[src/rtl/mfb_pkg.sv]
// ----------------------------------------------------------------------------
// mfb_pkg
// Op codes, control and status bundles and the font ROM for the draw engine.
// ----------------------------------------------------------------------------
package mfb_pkg;

  // Command op codes.
  localparam logic [3:0] OP_CLEAR   = 4'd0;
  localparam logic [3:0] OP_INVERT  = 4'd1;
  localparam logic [3:0] OP_FILL    = 4'd2;
  localparam logic [3:0] OP_HLINE   = 4'd3;
  localparam logic [3:0] OP_LINE    = 4'd4;
  localparam logic [3:0] OP_OUTLINE = 4'd5;
  localparam logic [3:0] OP_CIRCLE  = 4'd6;
  localparam logic [3:0] OP_GLYPH   = 4'd7;
  localparam logic [3:0] OP_READ    = 4'd8;

  // Memory address select codes.
  localparam logic [1:0] ASEL_SWEEP = 2'd0;
  localparam logic [1:0] ASEL_PIX   = 2'd1;
  localparam logic [1:0] ASEL_READ  = 2'd2;

  // Memory write data select codes.
  localparam logic [1:0] WSEL_ZERO = 2'd0;
  localparam logic [1:0] WSEL_INV  = 2'd1;
  localparam logic [1:0] WSEL_PIX  = 2'd2;

  localparam logic [7:0] DEGREE_CODE = 8'hB0;

  // Commands from the controller to the datapath.
  typedef struct packed {
    logic       load;
    logic       sweep_rst;
    logic       sweep_adv;
    logic       pix_adv;
    logic       mem_rd;
    logic       mem_wr;
    logic [1:0] asel;
    logic [1:0] wsel;
    logic       rd_cap;
    logic       res_load;
  } mfb_cmd_t;

  // Status from the datapath to the controller.
  typedef struct packed {
    logic [3:0] op;
    logic       empty;
    logic       pix_on;
    logic       pix_last;
    logic       sweep_last;
    logic       rd_in_range;
  } mfb_stat_t;

  // Shapes are five columns, column 0 in the top byte; bit n of a column is row n.
  localparam logic [39:0] RING_SHAPE = 40'h0E_11_11_11_0E;
  localparam logic [39:0] DISC_SHAPE = 40'h0E_1F_1F_1F_0E;

  localparam logic [39:0] FONT_DIGITS [10] = '{
    40'h3E_51_49_45_3E, 40'h00_42_7F_40_00, 40'h42_61_51_49_46, 40'h21_41_45_4B_31,
    40'h18_14_12_7F_10, 40'h27_45_45_45_39, 40'h3C_4A_49_49_30, 40'h01_71_09_05_03,
    40'h36_49_49_49_36, 40'h06_49_49_29_1E
  };

  localparam logic [39:0] FONT_CAPS [26] = '{
    40'h7E_11_11_11_7E, 40'h7F_49_49_49_36, 40'h3E_41_41_41_22, 40'h7F_41_41_22_1C,
    40'h7F_49_49_49_41, 40'h7F_09_09_09_01, 40'h3E_41_49_49_7A, 40'h7F_08_08_08_7F,
    40'h00_41_7F_41_00, 40'h20_40_41_3F_01, 40'h7F_08_14_22_41, 40'h7F_40_40_40_40,
    40'h7F_02_0C_02_7F, 40'h7F_04_08_10_7F, 40'h3E_41_41_41_3E, 40'h7F_09_09_09_06,
    40'h3E_41_51_21_5E, 40'h7F_09_19_29_46, 40'h46_49_49_49_31, 40'h01_01_7F_01_01,
    40'h3F_40_40_40_3F, 40'h1F_20_40_20_1F, 40'h3F_40_38_40_3F, 40'h63_14_08_14_63,
    40'h07_08_70_08_07, 40'h61_51_49_45_43
  };

  localparam logic [39:0] FONT_SMALLS [26] = '{
    40'h20_54_54_54_78, 40'h7F_48_44_44_38, 40'h38_44_44_44_20, 40'h38_44_44_48_7F,
    40'h38_54_54_54_18, 40'h08_7E_09_01_02, 40'h0C_52_52_52_3E, 40'h7F_08_04_04_78,
    40'h00_44_7D_40_00, 40'h20_40_44_3D_00, 40'h7F_10_28_44_00, 40'h00_41_7F_40_00,
    40'h7C_04_18_04_78, 40'h7C_08_04_04_78, 40'h38_44_44_44_38, 40'h7C_14_14_14_08,
    40'h08_14_14_18_7C, 40'h7C_08_04_04_08, 40'h48_54_54_54_20, 40'h04_3F_44_40_20,
    40'h3C_40_40_20_7C, 40'h1C_20_40_20_1C, 40'h3C_40_30_40_3C, 40'h44_28_10_28_44,
    40'h0C_50_50_50_3C, 40'h44_64_54_4C_44
  };

  // Glyph lookup: digits, capitals, small letters, a few symbols, else blank.
  function automatic logic [39:0] glyph_bits(input logic [7:0] code);
    logic [39:0] g;
    g = 40'h0;
    if (code >= 8'h30 && code <= 8'h39) begin
      g = FONT_DIGITS[4'(code - 8'h30)];
    end else if (code >= 8'h41 && code <= 8'h5A) begin
      g = FONT_CAPS[5'(code - 8'h41)];
    end else if (code >= 8'h61 && code <= 8'h7A) begin
      g = FONT_SMALLS[5'(code - 8'h61)];
    end else begin
      case (code)
        8'h2D:       g = 40'h08_08_08_08_08;
        8'h2E:       g = 40'h00_00_00_60_60;
        8'h3A:       g = 40'h00_36_36_00_00;
        8'h25:       g = 40'h63_13_08_64_63;
        8'h2F:       g = 40'h40_30_0C_03_00;
        8'h21:       g = 40'h00_00_5F_00_00;
        8'h2C:       g = 40'h00_50_30_00_00;
        DEGREE_CODE: g = 40'h06_09_09_06_00;
        default:     g = 40'h0;
      endcase
    end
    return g;
  endfunction

endpackage

[src/rtl/mfb_ctrl.sv]
// ----------------------------------------------------------------------------
// mfb_ctrl
// Sequencer for the draw engine: sweeps, per-pixel read-modify-write, reads.
// ----------------------------------------------------------------------------
module mfb_ctrl
  import mfb_pkg::*;
(
  input  logic      clk,
  input  logic      rst,
  input  logic      in_valid,
  output logic      in_ready,
  output logic      out_valid,
  input  logic      out_ready,
  input  mfb_stat_t stat,
  output mfb_cmd_t  cmd
);

  localparam logic [3:0] S_IDLE   = 4'd0;
  localparam logic [3:0] S_START  = 4'd1;
  localparam logic [3:0] S_CLR    = 4'd2;
  localparam logic [3:0] S_INV_RD = 4'd3;
  localparam logic [3:0] S_INV_WR = 4'd4;
  localparam logic [3:0] S_PIX    = 4'd5;
  localparam logic [3:0] S_PIX_WR = 4'd6;
  localparam logic [3:0] S_RD     = 4'd7;
  localparam logic [3:0] S_RD_CAP = 4'd8;
  localparam logic [3:0] S_FIN    = 4'd9;

  logic [3:0] state, state_next;
  logic       boot, boot_next;
  logic       out_valid_next;

  assign in_ready = (state == S_IDLE);

  // Next state and command decode.
  always_comb begin
    state_next = state;
    boot_next  = boot;
    cmd        = '0;
    cmd.load   = in_valid && in_ready;
    unique case (state)
      S_IDLE: begin
        if (in_valid) state_next = S_START;
      end
      S_START: begin
        unique case (stat.op) inside
          OP_CLEAR: begin
            cmd.sweep_rst = 1'b1;
            state_next    = S_CLR;
          end
          OP_INVERT: begin
            cmd.sweep_rst = 1'b1;
            state_next    = S_INV_RD;
          end
          OP_FILL, OP_HLINE, OP_OUTLINE, OP_CIRCLE, OP_GLYPH: begin
            state_next = stat.empty ? S_FIN : S_PIX;
          end
          OP_LINE: state_next = S_PIX;
          OP_READ: state_next = stat.rd_in_range ? S_RD : S_FIN;
          default: state_next = S_FIN;
        endcase
      end
      S_CLR: begin
        cmd.asel      = ASEL_SWEEP;
        cmd.wsel      = WSEL_ZERO;
        cmd.mem_wr    = 1'b1;
        cmd.sweep_adv = 1'b1;
        if (stat.sweep_last) begin
          boot_next  = 1'b0;
          state_next = boot ? S_IDLE : S_FIN;
        end
      end
      S_INV_RD: begin
        cmd.asel   = ASEL_SWEEP;
        cmd.mem_rd = 1'b1;
        state_next = S_INV_WR;
      end
      S_INV_WR: begin
        cmd.asel      = ASEL_SWEEP;
        cmd.wsel      = WSEL_INV;
        cmd.mem_wr    = 1'b1;
        cmd.sweep_adv = 1'b1;
        state_next    = stat.sweep_last ? S_FIN : S_INV_RD;
      end
      S_PIX: begin
        cmd.asel = ASEL_PIX;
        if (stat.pix_on) begin
          cmd.mem_rd = 1'b1;
          state_next = S_PIX_WR;
        end else begin
          cmd.pix_adv = 1'b1;
          if (stat.pix_last) state_next = S_FIN;
        end
      end
      S_PIX_WR: begin
        cmd.asel    = ASEL_PIX;
        cmd.wsel    = WSEL_PIX;
        cmd.mem_wr  = 1'b1;
        cmd.pix_adv = 1'b1;
        state_next  = stat.pix_last ? S_FIN : S_PIX;
      end
      S_RD: begin
        cmd.asel   = ASEL_READ;
        cmd.mem_rd = 1'b1;
        state_next = S_RD_CAP;
      end
      S_RD_CAP: begin
        cmd.rd_cap = 1'b1;
        state_next = S_FIN;
      end
      S_FIN: begin
        if (!out_valid || out_ready) begin
          cmd.res_load = 1'b1;
          state_next   = S_IDLE;
        end
      end
      default: state_next = S_IDLE;
    endcase
  end

  // Result beat is held until it is taken.
  assign out_valid_next = (out_valid && !out_ready) || cmd.res_load;

  // State registers; reset starts the clearing sweep.
  always_ff @(posedge clk) begin
    if (rst) begin
      state     <= S_CLR;
      boot      <= 1'b1;
      out_valid <= 1'b0;
    end else begin
      state     <= state_next;
      boot      <= boot_next;
      out_valid <= out_valid_next;
    end
  end

endmodule

[config.mk]
export PLATFORM = sky130hd
export DESIGN_NAME = mfb_ctrl
export DESIGN_NICKNAME = d
export VERILOG_FILES = /design/src/rtl/mfb_pkg.sv /design/src/rtl/mfb_ctrl.sv
export SDC_FILE = /design/constraint.sdc
export NUM_CORES = 1
export LEC_CHECK = 0
export ABC_AREA = 1
export BUFFER_PORTS_ARGS = -buffer_cell sky130_fd_sc_hd__buf_2
export CAP_MARGIN = 20
export CORE_AREA = 3 3 40 42
export DETAILED_ROUTE_END_ITERATION = 8
export DIE_AREA = 0 0 43 45
export PLACE_DENSITY = 0.74
export SLEW_MARGIN = 20
export SYNTH_ARGS = -nofsm -noshare
export SYNTH_HDL_FRONTEND = slang
export SYNTH_SLANG_ARGS = --single-unit
[constraint.sdc]
create_clock -name clk -period 2.6 [get_ports clk]
set_input_delay 0.26 -clock clk [delete_from_list [all_inputs] [get_ports clk]]
set_output_delay 0.26 -clock clk [all_outputs]
set_load 0.01 [all_outputs]
==> impl_results.rst <==
.. list-table::
   :header-rows: 1

   * - Metric
     - Value
   * - Clock tree from TritonCTS
     - built
   * - Detailed router's first-iteration violation count
     - 16
   * - Timing startpoint of the critical path
     - state[3]$_SDFFE_PP0P_
   * - Area of all sequential standard cells
     - 120 sq um
   * - Number of buffers inserted during clock tree synthesis
     - 3
   * - IO buf count
     - 26
   * - Hold Fails Final Rpt
     - 0
   * - Pin count of the biggest net entering global routing
     - 10
   * - Signal arrival time at the worst endpoint
     - 1370 ps
   * - Count of unresolved DRC violations after routing
     - 0
   * - Top cells by area in the synthesized netlist
     - dfxtp_1 20%, nand2_1 16%, inv_1 14%, nand3_1 12%, nor2_2 5.3%
   * - Final worst-path cycle share
     - 62.5%
   * - Number of synthesized register bits
     - 6
   * - Overall power of the completed layout
     - ~380 uW
   * - Skew final
     - 2.60 ps
   * - Clk pin slew, worst setup/hold paths
     - about 40 ps
   * - Antenna cell count
     - 0
   * - Max-slew headroom at the worst pin
     - 83.0%
   * - Global-route usage over all layers
     - 16.8%
   * - Most frequent cells in the layout
     - 26 x buf_2, 25 x nand2_1, 22 x inv_1
   * - Max-cap violations
     - 0
   * - Fraction of synthesized cell area taken by the top area cell type
     - 20.3%
   * - Maximum fanout along the worst path
     - 6
   * - Final setup violation count
     - 0
   * - RSZ-0062 raised after global routing
     - false
   * - Core Area
     - 1280 sq um
   * - Reg2Reg Launch Point
     - state[3]$_SDFFE_PP0P_
   * - Final ANT Viol Nets
     - 0
   * - Final WL
     - 1470 microns
   * - Synth cell types
     - 19
   * - Worst-margin pin slew
     - 254 ps
   * - Post-Synthesis Cells
     - 107
   * - Overall die area
     - 1940 sq um
   * - Clock Latency Late Sink
     - 240 ps
   * - Leakage
     - 0.491 nW
   * - Avg Inst Size Synth
     - 5.53 sq um
   * - Antenna violations before repair
     - 0
   * - Netlist Area Pre-Place
     - a little under 600 sq um
   * - Summed negative setup slack over all endpoints
     - 0 ps
   * - Hold path startpoint
     - rst
   * - Combined area of the multi-input logic cells
     - approximately 370 sq um
   * - Most frequent standard cell in the layout excluding fill and tap cells
     - buf_2
   * - Max H-tree Level
     - 1
   * - Category of the most critical setup path
     - reg -> out
   * - Estimated wirelength of the detail-placed design
     - 1280 microns
   * - Layout fillers
     - 129
   * - Placed standard-cell area
     - 741 sq um
   * - Area of all placed cells without fillers
     - 763 sq um
   * - Buffers inserted by post-CTS timing repair
     - 0
   * - Share of the yosys chip area belonging to registers
     - 20.3%
   * - Fmax
     - 615 MHz
   * - Data required, critical path
     - around 2300 ps
   * - Pre-antenna DRT Iters
     - 4
   * - Die height
     - 45 microns
   * - Peak VDD IR
     - 269 uV
   * - Via total after detailed routing
     - 730
   * - Average detailed-routed wire length per instance
     - 9.73 microns
   * - Number of nets in the layout
     - between 150 and 200
   * - Die Width
     - 43 microns
   * - Classification of the worst-slack hold path
     - in -> reg
   * - Critical Path Sink Type
     - output pin
   * - Count of final max-slew check failures
     - 0
   * - Number of global-route vias before repair
     - 639
   * - Placer's final routability congestion estimate
     - 0.820
   * - Run status
     - finished, final reports clean
   * - Layout cells sized above 1
     - 33.8%
   * - Biggest area consumer among synthesized cells
     - dfxtp_1
   * - Power per unit of standard cell area
     - 495 nW/um^2
   * - Number of buffers on the longest clock path
     - 2
   * - Kind of launch point of the worst setup path
     - register
   * - Buffer type at the clock tree root
     - clkbuf_4
   * - Cts hold-fix bufs
     - 0
   * - Post-cts gate resize count
     - 0
   * - First-pass GRT wire length
     - 2550 microns
   * - P&R area growth vs syn
     - 29.0%
   * - Warnings, synthesis
     - 0
   * - DR vias/cell
     - between 4 and 5
   * - Placement row count
     - 13
   * - Post-Syn Nets
     - 120
   * - Top-level port count
     - 27
   * - Remaining global-route overflow
     - 0
   * - Clock Sinks
     - 6
   * - Starting density of the core
     - roughly 46%
   * - Min Tclk post-route
     - about 1600 ps
where the power goes:
group / internal, mW / switching [mW]
clock: 0.0519 / 0.0296
combinational: 0.0649 / 0.111
sequential: 0.104 / 0.0160
total: 0.221 / 0.157
area by class of cell:
type,instances,area share (%)
Timing Repair Buffer,26,17.0
Multi-Input combinational cell,75,49.0
Sequential cell,6,15.7
Tap cell,15,2.46
Inverter,26,12.8
Clock buffer,3,2.95
flip-flops by register name (all words and copies together) (netlist names):
| register | flops |
|---|---|
| out_valid | 1 |
| boot | 1 |
| state | 4 |
cell families (layout without fill, tap and decap cells):
logic type / Yosys count / after routing / share of synthesized area [%]
AO/OA/AOI/OAI: 10 / 10 / 9.94
buffers and inverters: 26 / 55 / 16.5
AND/OR/NAND/NOR: 65 / 65 / 53.3
flip-flops: 6 / 6 / 20.3
worst paths after layout:
path | end | slack (ps) | cells past startpoint
worst min register to register | boot$_SDFFE_PP1P_ | 470 | 2
worst max register to register | state[0]$_SDFFE_PP0P_ | 1300 | 8
worst min-delay path | state[0]$_SDFFE_PP0P_ | 240 | 2
worst max-delay path | cmd[6] | 970 | 6
per-stage QoR:
| step | instances | util, % | hold slack (ps) | worst slack (ps) |
|---|---|---|---|---|
| after floorplan | 107 | - | 322 | 1400 |
| after CTS | 151 | 59.4 | 230 | 996 |
| after detailed placement | 148 | 57.6 | 458 | 1260 |
| final | 151 | 59.4 | 240 | 975 |
| after global routing | 151 | 59.4 | 238 | 894 |
| after global placement | 148 | 57.6 | 472 | 1280 |
worst max-delay path, stage by stage (launching register included):
cell and delay, ps:
dfxtp_1 360, nor2_2 150, inv_2 80, nor3_1 210
inv_1 120, nand3_1 80, buf_2 120
synthesized netlist by cell type (all sizes together):
cell type and n:
nand4 3, a22oi 1, nand2 28, nor3 4
nand3 15, o211ai 1, or2 1, a21oi 3
inv 26, nor2 14, o21ai 5, dfxtp 6
metal layers:
| layer | GRT usage [%] | share of wire (%) |
|---|---|---|
| met5 | 0 | 0 |
| met4 | 7.23 | 0 |
| met3 | 2.79 | 6.5 |
| met2 | 29.9 | 51 |
| met1 | 19.8 | 42 |
No activity file was read; power rests on OpenSTA's default activity.
